--- src/rtl/vtm_pkg.sv ---
`default_nettype none

package vtm_pkg;

  localparam int NUM_TIMERS_DEF = 8;
  localparam int TIME_WIDTH_DEF = 32;

  localparam int OP_W    = 2;
  localparam int DELAY_W = 32;
  localparam int SID_W   = 3;
  localparam int KIND_W  = 2;
  localparam int TNOW_W  = 32;

  localparam logic [OP_W-1:0] OP_TICK    = 2'd0;
  localparam logic [OP_W-1:0] OP_ONESHOT = 2'd1;
  localparam logic [OP_W-1:0] OP_REPEAT  = 2'd2;
  localparam logic [OP_W-1:0] OP_CANCEL  = 2'd3;

  localparam logic [KIND_W-1:0] KIND_STARTED   = 2'd0;
  localparam logic [KIND_W-1:0] KIND_FIRED     = 2'd1;
  localparam logic [KIND_W-1:0] KIND_CANCELLED = 2'd2;
  localparam logic [KIND_W-1:0] KIND_ERROR     = 2'd3;

  typedef enum logic [2:0] {
    S_IDLE,
    S_OP,
    S_SCAN_RD,
    S_SCAN_CHK,
    S_FIRE,
    S_REARM,
    S_FLUSH
  } state_t;

endpackage

`default_nettype wire

--- src/rtl/vtm_if.sv ---
`default_nettype none

interface vtm_in_if import vtm_pkg::*; ();
  logic               valid;
  logic               ready;
  logic [OP_W-1:0]    opcode;
  logic [DELAY_W-1:0] delay_us;
  logic [SID_W-1:0]   slot_id;

  modport source (output valid, output opcode, output delay_us, output slot_id, input ready);
  modport sink   (input valid, input opcode, input delay_us, input slot_id, output ready);
endinterface

interface vtm_out_if import vtm_pkg::*; ();
  logic              valid;
  logic              ready;
  logic [KIND_W-1:0] kind;
  logic [SID_W-1:0]  timer_slot;
  logic [TNOW_W-1:0] time_now;
  logic              last;

  modport source (output valid, output kind, output timer_slot, output time_now,
                  output last, input ready);
  modport sink   (input valid, input kind, input timer_slot, input time_now,
                  input last, output ready);
endinterface

`default_nettype wire

--- src/rtl/virtual_timer_multiplexer_top.sv ---
// Item flow: an accept state, an op state, then a scan pass that reads and checks each
// slot; per firing a fire state (plus a rearm state for a repeating timer) and another
// scan pass; then a flush state. Fire and flush wait while the output cannot take data.
// One item at a time; the scan over deadline memory runs through the shared adder.
// Reset (synchronous, rst_n low) zeroes the counter and frees all slots; the deadline
// and period memories are not cleared (an entry is only used after it has been written).
`default_nettype none

module virtual_timer_multiplexer_top import vtm_pkg::*; #(
  parameter int NUM_TIMERS = NUM_TIMERS_DEF,
  parameter int TIME_WIDTH = TIME_WIDTH_DEF
) (
  input wire logic  clk,
  input wire logic  rst_n,
  vtm_in_if.sink    in_chan,
  vtm_out_if.source out_chan
);

  localparam int SLOT_W = (NUM_TIMERS > 1) ? $clog2(NUM_TIMERS) : 1;
  localparam int TW     = TIME_WIDTH;
  localparam logic [SLOT_W-1:0] LAST_IDX = SLOT_W'(NUM_TIMERS - 1);

  state_t state_r, state_nxt;

  logic [TW-1:0]         now_r, now_nxt;
  logic [NUM_TIMERS-1:0] active_r, active_nxt;
  logic [NUM_TIMERS-1:0] rep_r, rep_nxt;
  logic [NUM_TIMERS-1:0] pend_r, pend_nxt;
  logic [SLOT_W-1:0]     idx_r, idx_nxt;
  logic [SLOT_W-1:0]     best_r, best_nxt;
  logic [TW-1:0]         best_age_r, best_age_nxt;
  logic                  best_vld_r, best_vld_nxt;
  logic                  first_r, first_nxt;
  logic [OP_W-1:0]       op_r, op_nxt;
  logic [TW-1:0]         dly_r, dly_nxt;
  logic [SID_W-1:0]      sid_r, sid_nxt;

  logic                  hold_vld_r, hold_vld_nxt;
  logic [KIND_W-1:0]     hold_kind_r, hold_kind_nxt;
  logic [SID_W-1:0]      hold_slot_r, hold_slot_nxt;

  logic                  out_vld_r, out_vld_nxt;
  logic [KIND_W-1:0]     out_kind_r, out_kind_nxt;
  logic [SID_W-1:0]      out_slot_r, out_slot_nxt;
  logic [TNOW_W-1:0]     out_time_r, out_time_nxt;
  logic                  out_last_r, out_last_nxt;

  // shared unit
  logic [TW-1:0] alu_a, alu_b, alu_res;
  logic          alu_sub;

  // memories
  logic              dl_we;
  logic [SLOT_W-1:0] dl_waddr;
  logic [TW-1:0]     dl_wdata, dl_rdata;
  logic              pr_we;
  logic [TW-1:0]     pr_rdata;

  logic              free_vld;
  logic [SLOT_W-1:0] free_idx;
  logic              is_rep;
  logic [TW-1:0]     per_eff;
  logic              sid_ok;
  logic [SLOT_W-1:0] sid_idx;
  logic              out_free;
  logic              can_emit;
  logic              push;
  logic              push_last;
  logic              cand;
  logic              take;

  vtm_alu #(.WIDTH(TW)) u_alu (
    .a_i   (alu_a),
    .b_i   (alu_b),
    .sub_i (alu_sub),
    .res_o (alu_res)
  );

  vtm_ram #(.WIDTH(TW), .DEPTH(NUM_TIMERS)) u_deadline_ram (
    .clk   (clk),
    .we    (dl_we),
    .waddr (dl_waddr),
    .wdata (dl_wdata),
    .raddr (idx_r),
    .rdata (dl_rdata)
  );

  vtm_ram #(.WIDTH(TW), .DEPTH(NUM_TIMERS)) u_period_ram (
    .clk   (clk),
    .we    (pr_we),
    .waddr (free_idx),
    .wdata (per_eff),
    .raddr (best_r),
    .rdata (pr_rdata)
  );

  // lowest free slot
  always_comb begin
    free_vld = 1'b0;
    free_idx = '0;
    for (int i = NUM_TIMERS - 1; i >= 0; i--) begin
      if (!active_r[i]) begin
        free_vld = 1'b1;
        free_idx = SLOT_W'(i);
      end
    end
  end

  assign is_rep   = (op_r == OP_REPEAT);
  assign per_eff  = (is_rep && dly_r == '0) ? TW'(1) : dly_r;
  assign sid_idx  = SLOT_W'(sid_r);
  assign sid_ok   = (int'(sid_r) < NUM_TIMERS) && active_r[sid_idx];
  assign out_free = !out_vld_r || out_chan.ready;
  // a new result may be made once the held one has somewhere to go
  assign can_emit = !hold_vld_r || out_free;

  assign in_chan.ready       = (state_r == S_IDLE);
  assign out_chan.valid      = out_vld_r;
  assign out_chan.kind       = out_kind_r;
  assign out_chan.timer_slot = out_slot_r;
  assign out_chan.time_now   = out_time_r;
  assign out_chan.last       = out_last_r;

  always_comb begin
    state_nxt     = state_r;
    now_nxt       = now_r;
    active_nxt    = active_r;
    rep_nxt       = rep_r;
    pend_nxt      = pend_r;
    idx_nxt       = idx_r;
    best_nxt      = best_r;
    best_age_nxt  = best_age_r;
    best_vld_nxt  = best_vld_r;
    first_nxt     = first_r;
    op_nxt        = op_r;
    dly_nxt       = dly_r;
    sid_nxt       = sid_r;
    hold_vld_nxt  = hold_vld_r;
    hold_kind_nxt = hold_kind_r;
    hold_slot_nxt = hold_slot_r;
    alu_a         = now_r;
    alu_b         = per_eff;
    alu_sub       = 1'b0;
    dl_we         = 1'b0;
    dl_waddr      = free_idx;
    dl_wdata      = alu_res;
    pr_we         = 1'b0;
    push          = 1'b0;
    push_last     = 1'b0;
    cand          = 1'b0;
    take          = 1'b0;

    unique case (state_r)
      S_IDLE: begin
        if (in_chan.valid) begin
          op_nxt    = in_chan.opcode;
          dly_nxt   = TW'(in_chan.delay_us);
          sid_nxt   = in_chan.slot_id;
          state_nxt = S_OP;
        end
      end

      S_OP: begin
        unique case (op_r)
          OP_TICK: begin
            alu_b   = TW'(1);
            now_nxt = alu_res;
          end
          OP_ONESHOT, OP_REPEAT: begin
            hold_vld_nxt = 1'b1;
            if (free_vld) begin
              active_nxt[free_idx] = 1'b1;
              rep_nxt[free_idx]    = is_rep;
              dl_we                = 1'b1;
              pr_we                = 1'b1;
              hold_kind_nxt        = KIND_STARTED;
              hold_slot_nxt        = SID_W'(free_idx);
            end else begin
              hold_kind_nxt = KIND_ERROR;
              hold_slot_nxt = '0;
            end
          end
          OP_CANCEL: begin
            hold_vld_nxt  = 1'b1;
            hold_slot_nxt = sid_r;
            if (sid_ok) begin
              active_nxt[sid_idx] = 1'b0;
              rep_nxt[sid_idx]    = 1'b0;
              hold_kind_nxt       = KIND_CANCELLED;
            end else begin
              hold_kind_nxt = KIND_ERROR;
            end
          end
          default: ;
        endcase
        idx_nxt      = '0;
        first_nxt    = 1'b1;
        best_vld_nxt = 1'b0;
        state_nxt    = S_SCAN_RD;
      end

      S_SCAN_RD: begin
        state_nxt = S_SCAN_CHK;
      end

      S_SCAN_CHK: begin
        // age = now - deadline; passed when the top bit is clear
        alu_b   = dl_rdata;
        alu_sub = 1'b1;
        if (first_r) begin
          cand              = active_r[idx_r] && !alu_res[TW-1];
          pend_nxt[idx_r]   = cand;
        end else begin
          cand = pend_r[idx_r];
        end
        take = cand && (!best_vld_r || alu_res > best_age_r);
        if (take) begin
          best_nxt     = idx_r;
          best_age_nxt = alu_res;
          best_vld_nxt = 1'b1;
        end
        if (idx_r == LAST_IDX) begin
          state_nxt = (best_vld_r || take) ? S_FIRE : S_FLUSH;
        end else begin
          idx_nxt   = idx_r + SLOT_W'(1);
          state_nxt = S_SCAN_RD;
        end
      end

      S_FIRE: begin
        if (can_emit) begin
          push             = hold_vld_r;
          hold_vld_nxt     = 1'b1;
          hold_kind_nxt    = KIND_FIRED;
          hold_slot_nxt    = SID_W'(best_r);
          pend_nxt[best_r] = 1'b0;
          if (rep_r[best_r]) begin
            state_nxt = S_REARM;
          end else begin
            active_nxt[best_r] = 1'b0;
            idx_nxt            = '0;
            first_nxt          = 1'b0;
            best_vld_nxt       = 1'b0;
            state_nxt          = S_SCAN_RD;
          end
        end
      end

      S_REARM: begin
        // period memory was addressed by best_r during the fire cycle
        alu_b        = pr_rdata;
        dl_we        = 1'b1;
        dl_waddr     = best_r;
        idx_nxt      = '0;
        first_nxt    = 1'b0;
        best_vld_nxt = 1'b0;
        state_nxt    = S_SCAN_RD;
      end

      S_FLUSH: begin
        if (!hold_vld_r) begin
          state_nxt = S_IDLE;
        end else if (out_free) begin
          push         = 1'b1;
          push_last    = 1'b1;
          hold_vld_nxt = 1'b0;
          state_nxt    = S_IDLE;
        end
      end

      default: begin
        state_nxt = S_IDLE;
      end
    endcase
  end

  // output register
  always_comb begin
    out_vld_nxt  = out_vld_r;
    out_kind_nxt = out_kind_r;
    out_slot_nxt = out_slot_r;
    out_time_nxt = out_time_r;
    out_last_nxt = out_last_r;
    if (push) begin
      out_vld_nxt  = 1'b1;
      out_kind_nxt = hold_kind_r;
      out_slot_nxt = hold_slot_r;
      out_time_nxt = TNOW_W'(now_r);
      out_last_nxt = push_last;
    end else if (out_chan.ready) begin
      out_vld_nxt = 1'b0;
    end
  end

  always_ff @(posedge clk) begin
    if (!rst_n) begin
      state_r    <= S_IDLE;
      now_r      <= '0;
      active_r   <= '0;
      rep_r      <= '0;
      pend_r     <= '0;
      best_vld_r <= 1'b0;
      first_r    <= 1'b0;
      hold_vld_r <= 1'b0;
      out_vld_r  <= 1'b0;
    end else begin
      state_r    <= state_nxt;
      now_r      <= now_nxt;
      active_r   <= active_nxt;
      rep_r      <= rep_nxt;
      pend_r     <= pend_nxt;
      best_vld_r <= best_vld_nxt;
      first_r    <= first_nxt;
      hold_vld_r <= hold_vld_nxt;
      out_vld_r  <= out_vld_nxt;
    end
  end

  always_ff @(posedge clk) begin
    idx_r       <= idx_nxt;
    best_r      <= best_nxt;
    best_age_r  <= best_age_nxt;
    op_r        <= op_nxt;
    dly_r       <= dly_nxt;
    sid_r       <= sid_nxt;
    hold_kind_r <= hold_kind_nxt;
    hold_slot_r <= hold_slot_nxt;
    out_kind_r  <= out_kind_nxt;
    out_slot_r  <= out_slot_nxt;
    out_time_r  <= out_time_nxt;
    out_last_r  <= out_last_nxt;
  end

endmodule

`default_nettype wire

--- src/rtl/vtm_ram.sv ---
`default_nettype none

module vtm_ram #(
  parameter int WIDTH = 32,
  parameter int DEPTH = 8,
  localparam int AW = (DEPTH > 1) ? $clog2(DEPTH) : 1
) (
  input  wire logic             clk,
  input  wire logic             we,
  input  wire logic [AW-1:0]    waddr,
  input  wire logic [WIDTH-1:0] wdata,
  input  wire logic [AW-1:0]    raddr,
  output logic      [WIDTH-1:0] rdata
);

  logic [WIDTH-1:0] mem [DEPTH];

  always_ff @(posedge clk) begin
    if (we) begin
      mem[waddr] <= wdata;
    end
    rdata <= mem[raddr];
  end

endmodule

`default_nettype wire

--- src/rtl/vtm_alu.sv ---
`default_nettype none

// Shared add/subtract unit: counter advance, deadline arming and age computation.
module vtm_alu #(
  parameter int WIDTH = 32
) (
  input  wire logic [WIDTH-1:0] a_i,
  input  wire logic [WIDTH-1:0] b_i,
  input  wire logic             sub_i,
  output logic      [WIDTH-1:0] res_o
);

  always_comb begin
    if (sub_i) begin
      res_o = a_i - b_i;
    end else begin
      res_o = a_i + b_i;
    end
  end

endmodule

`default_nettype wire
--- src/flat_wrapper.sv ---
// flat-port wrapper written by rule: the top's interface ports become plain ports
module virtual_timer_multiplexer_top_flat import vtm_pkg::*;
#(
  parameter int NUM_TIMERS = NUM_TIMERS_DEF,
  parameter int TIME_WIDTH = TIME_WIDTH_DEF
)
  (clk, rst_n, in_chan_valid, in_chan_opcode, in_chan_delay_us, in_chan_slot_id, in_chan_ready, out_chan_valid, out_chan_kind, out_chan_timer_slot, out_chan_time_now, out_chan_last, out_chan_ready);
  vtm_in_if in_chan_i ();
  vtm_out_if out_chan_i ();
  input wire logic clk;
  input wire logic rst_n;
  input wire logic [$bits(in_chan_i.valid)-1:0] in_chan_valid;
  input wire logic [$bits(in_chan_i.opcode)-1:0] in_chan_opcode;
  input wire logic [$bits(in_chan_i.delay_us)-1:0] in_chan_delay_us;
  input wire logic [$bits(in_chan_i.slot_id)-1:0] in_chan_slot_id;
  output wire logic [$bits(in_chan_i.ready)-1:0] in_chan_ready;
  output wire logic [$bits(out_chan_i.valid)-1:0] out_chan_valid;
  output wire logic [$bits(out_chan_i.kind)-1:0] out_chan_kind;
  output wire logic [$bits(out_chan_i.timer_slot)-1:0] out_chan_timer_slot;
  output wire logic [$bits(out_chan_i.time_now)-1:0] out_chan_time_now;
  output wire logic [$bits(out_chan_i.last)-1:0] out_chan_last;
  input wire logic [$bits(out_chan_i.ready)-1:0] out_chan_ready;
  assign in_chan_i.valid = in_chan_valid;
  assign in_chan_i.opcode = in_chan_opcode;
  assign in_chan_i.delay_us = in_chan_delay_us;
  assign in_chan_i.slot_id = in_chan_slot_id;
  assign in_chan_ready = in_chan_i.ready;
  assign out_chan_valid = out_chan_i.valid;
  assign out_chan_kind = out_chan_i.kind;
  assign out_chan_timer_slot = out_chan_i.timer_slot;
  assign out_chan_time_now = out_chan_i.time_now;
  assign out_chan_last = out_chan_i.last;
  assign out_chan_i.ready = out_chan_ready;
  virtual_timer_multiplexer_top #(.NUM_TIMERS(NUM_TIMERS), .TIME_WIDTH(TIME_WIDTH)) u_core (.clk(clk), .rst_n(rst_n), .in_chan(in_chan_i), .out_chan(out_chan_i));
endmodule
--- config.mk ---
export PLATFORM = sky130hd
export DESIGN_NAME = virtual_timer_multiplexer_top_flat
export DESIGN_NICKNAME = d
export VERILOG_FILES = /design/src/rtl/vtm_pkg.sv /design/src/rtl/vtm_if.sv /design/src/rtl/virtual_timer_multiplexer_top.sv /design/src/rtl/vtm_ram.sv /design/src/rtl/vtm_alu.sv /design/src/flat_wrapper.sv
export SDC_FILE = /design/constraint.sdc
export NUM_CORES = 1
export LEC_CHECK = 0
export BUFFER_PORTS_ARGS = -buffer_cell sky130_fd_sc_hd__buf_2
export CAP_MARGIN = 0
export CORE_UTILIZATION = 36
export CTS_CLUSTER_SIZE = 28
export DETAILED_ROUTE_END_ITERATION = 8
export SLEW_MARGIN = 20
export SYNTH_ARGS = -nofsm -noshare
export SYNTH_HDL_FRONTEND = slang
export SYNTH_SLANG_ARGS = --single-unit
--- constraint.sdc ---
create_clock -name clk -period 11.3 [get_ports clk]
set_input_delay 1.13 -clock clk [delete_from_list [all_inputs] [get_ports clk]]
set_output_delay 1.13 -clock clk [all_outputs]
set_load 0.1 [all_outputs]
==> impl_metrics.tcl <==
set metrics [dict create \
    status "complete, no violations" \
    layout_common_cells "630 x edfxtp_1, 226 x a22oi_1, 168 x nand2_1" \
    pre_cts_ws_ps 1950 \
    swShare_pct 30.2 \
    cts-root-buf "clkbuf_16" \
    hp-start "u_core.hold_slot_r[2]$_DFFE_PP_" \
    cts_buffer_depth 3 \
    vias 19900 \
    synth_ff_type "edfxtp_1" \
    cts_tree "built" \
    die_w_microns 295 \
    rsz0062_at_grt "no" \
    fin_ws_ps 1760 \
    synthCells 2257 \
    relSlewSlack_pct 26.0 \
    io_pins 81 \
    drc 0 \
    reg2reg_depth 30 \
    pwr-share-clk_pct 34.2 \
    via_per_inst 5.63 \
    drtIter0Drc 2078 \
    synth_edf_count 630 \
    drt_pass1_iterations 7 \
    grt_max_degree 56 \
    drv_cap 0 \
    syn2layout_area_growth_pct 15.0 \
    seq_area_sq_um 21500 \
    worst_pin_slew_ps 1100 \
    placed_cell_area_sq_um 32700 \
    ctsHoldBuffers 0 \
    net-switching-power_uw 2390 \
    yosysWarnings 0 \
    reg2reg_to "u_core.best_age_r[3]$_DFFE_PP_" \
    dp.cells 3383 \
    clkTransAtPathRegs_ps 60 \
    start_kind "register" \
    avgSynthCellArea_sq_um 13.7 \
    hold_depth 0 \
    clock_skew_ps 25.2 \
    powerDensity_nw_per_um2 223 \
    period_share_pct 84.5 \
    cts_inserted_buffers 82 \
    syn_area_sq_um 30800 \
    fin_nets 2444 \
    hold_violations 0 \
    ir_drop_mv 0.129 \
    io_buffers 80 \
    gp_congestion 0.917 \
    p_seq_share_pct 46.3 \
    cp-end-kind "register" \
    dpl.hpwl_microns 52900 \
    initial_utilization_pct 36.6 \
    p_leak_uw 0.0121 \
    final_cells 3537 \
    hold_class "register to register" \
    first_global_vias 19600 \
    slew_viol_final 0 \
    postCtsSetupRepairBufs 0 \
    wl_per_cell_microns 24.8 \
    timing.final.crit_period_ps 9540 \
    setup_viol 0 \
    final_common_cell "edfxtp_1" \
    whs_ps 416 \
    crit_type "register to register" \
    crit_required_ps 11550 \
    p_comb_share_pct 19.4 \
    cp_slowest_stage_delay_ps 910 \
    synthArstFlopShare_pct 0 \
    multi_input_area_sq_um 8730 \
    slowest_stage "dfxtp_2" \
    r2r_start "u_core.state_r[0]$_SDFFE_PN0P_" \
    die_h_microns 295 \
    num_rows 106 \
    antenna_found_initial 2 \
    grt_pass1_wl_microns 129000 \
    synth.distinct_cells 79 \
    finalInstanceArea_sq_um 35500 \
    intPower_uw 5530 \
    r2r_setup_slack_ps 1760 \
    yosysSeqAreaShare_pct 69.6 \
    setup-tns-final_ps 0 \
    cts.sinks 757 \
    h-tree-depth 3 \
    synth_nets 2368 \
    worstPathMaxFanout 50 \
    track_usage_pct 20.2 \
    min_to "u_core.out_chan.timer_slot[2]$_DFFE_PP_" \
    ant_nets 0 \
    cp.arrival_ps 9800 \
    drt_wl_total_microns 87800 \
    cts_resized 0 \
    coreArea_sq_um 84200 \
    fill_cells 7636 \
    fmax_mhz 105 \
    drive_above_1_share_pct 13.9 \
    ys_seq_elements 757 \
    gr-total-overflow 0 \
    worstSkewPairLatency_ps 650 \
    dieArea_sq_um 86800 \
]
-- layout make-up --
class / count / area share [%]
clock inverters: 43 / 1.39
well taps: 1134 / 4.00
inverters: 64 / 0.678
multi-input cells: 1290 / 24.6
clock buffers: 110 / 6.40
repair buffers: 138 / 2.36
flip-flops and latches: 757 / 60.5
diodes: 1 / 0.00706
-- logic make-up (layout without fill, tap and decap cells) --
group	Yosys count	after routing	share of synthesized area, %
AO/OA/AOI/OAI	591	591	13.3
flip-flops	757	757	69.6
XOR/XNOR	58	58	1.71
multiplexers	35	35	1.32
other	0	1	0
adder cells (fa/ha/maj)	70	70	2.87
buffers and inverters	210	355	2.68
AND/OR/NAND/NOR	536	536	8.46
-- synth_stat cells, types with 6 or more instances --
library cell  number  area share [%]
nand4_1           60             1.2
dfxtp_1          127             8.2
nand3_1           34            0.55
nor4_1            12            0.24
buf_1             11            0.13
a21o_1            19            0.46
edfxtp_1         630              61
a31oi_1           16            0.32
nand2b_1          13            0.26
mux2i_1           25            0.81
o22ai_1            8            0.16
ha_1              69             2.8
a21boi_0          13            0.32
inv_1             63            0.77
xor2_1            25            0.71
nor3_1            22            0.36
a211o_1            7            0.20
a21oi_1          112             1.8
o211ai_1          11            0.27
or2_2              6            0.12
nand3b_1          18            0.44
xnor2_1           32            0.91
a211oi_1           9            0.22
o21a_1            10            0.24
a22o_1            28            0.80
nor2b_1           18            0.37
and2_1            12            0.24
nor2_1           135             1.6
o21ai_0           70             1.1
mux2_2             6            0.22
a221oi_1          18            0.51
buf_2             13            0.21
and3_1            10            0.20
a22oi_1          226             5.5
clkbuf_1         118             1.4
nand2_1          168             2.0
nor3b_1            6            0.15
-- registers in the layout, indices dropped and copies added, names as in the netlist, 3 cells and up --
register,flops
u_core.out_chan.time_now,32
u_core.u_period_ram.rdata,32
u_core.rep_r,8
u_core.hold_slot_r,3
u_core.u_deadline_ram.rdata,32
u_core.alu_a,32
u_core.idx_r,3
u_core.state_r,3
u_core.out_chan.timer_slot,3
u_core.best_age_r,32
u_core.best_r,3
u_core.u_period_ram.mem,256
u_core.dly_r,32
u_core.active_r,8
u_core.u_deadline_ram.mem,256
u_core.sid_idx,3
u_core.pend_r,8
-- through the flow --
stage / util [%] / power [uW]
final: 42.1 / 7920
after global routing: 42.1 / 8210
after CTS: 42.1 / 7930
after detailed placement: 38.8 / 5230
after global placement: 38.8 / 5190
after floorplan: - / 4590
-- worst max-delay path by stage --
stage	from	endpoint	slack [ps]	cells past startpoint
floorplan	u_core.op_r[0]$_DFFE_PP_	u_core.best_age_r[0]$_DFFE_PP_	2560	37
global placement	u_core.state_r[0]$_SDFFE_PN0P_	u_core.best_age_r[27]$_DFFE_PP_	2110	30
detailed placement	u_core.state_r[0]$_SDFFE_PN0P_	u_core.best_age_r[25]$_DFFE_PP_	1950	30
CTS	u_core.state_r[0]$_SDFFE_PN0P_	u_core.best_age_r[2]$_DFFE_PP_	1870	30
global route	u_core.state_r[0]$_SDFFE_PN0P_	u_core.best_age_r[3]$_DFFE_PP_	1000	30
finish	u_core.state_r[0]$_SDFFE_PN0P_	u_core.best_age_r[3]$_DFFE_PP_	1760	30
-- per-layer routing --
| metal | vias up | share of wire [%] | global-route usage [%] | wire (microns) |
|---|---|---|---|---|
| met5 | - | 0 | 0 | 0 |
| met4 | 0 | 2.4 | 5.83 | 2140 |
| met3 | 145 | 6.4 | 2.93 | 5620 |
| met2 | 789 | 47 | 32.6 | 41000 |
| met1 | 10100 | 44 | 28.3 | 39000 |
| li1 | 8868 | - | - | - |
-- power groups by stage --
stage	combinational (uW)	clock (uW)	sequential [uW]
after global placement	1470	0	3710
after global routing	1670	2860	3680
after floorplan	1020	0	3570
after CTS	1520	2750	3660
after detailed placement	1510	0	3720
final	1540	2710	3670
-- worst max-delay path: cells and delay by family, from the launching register on --
kind,cells,cell delay (ps)
fa+ha+maj,3,820
mux,1,200
compound gates,9,2430
xor+xnor,2,700
simple gates,15,4050
flops,1,910
Note: power is estimated with default switching activity, not from simulation.
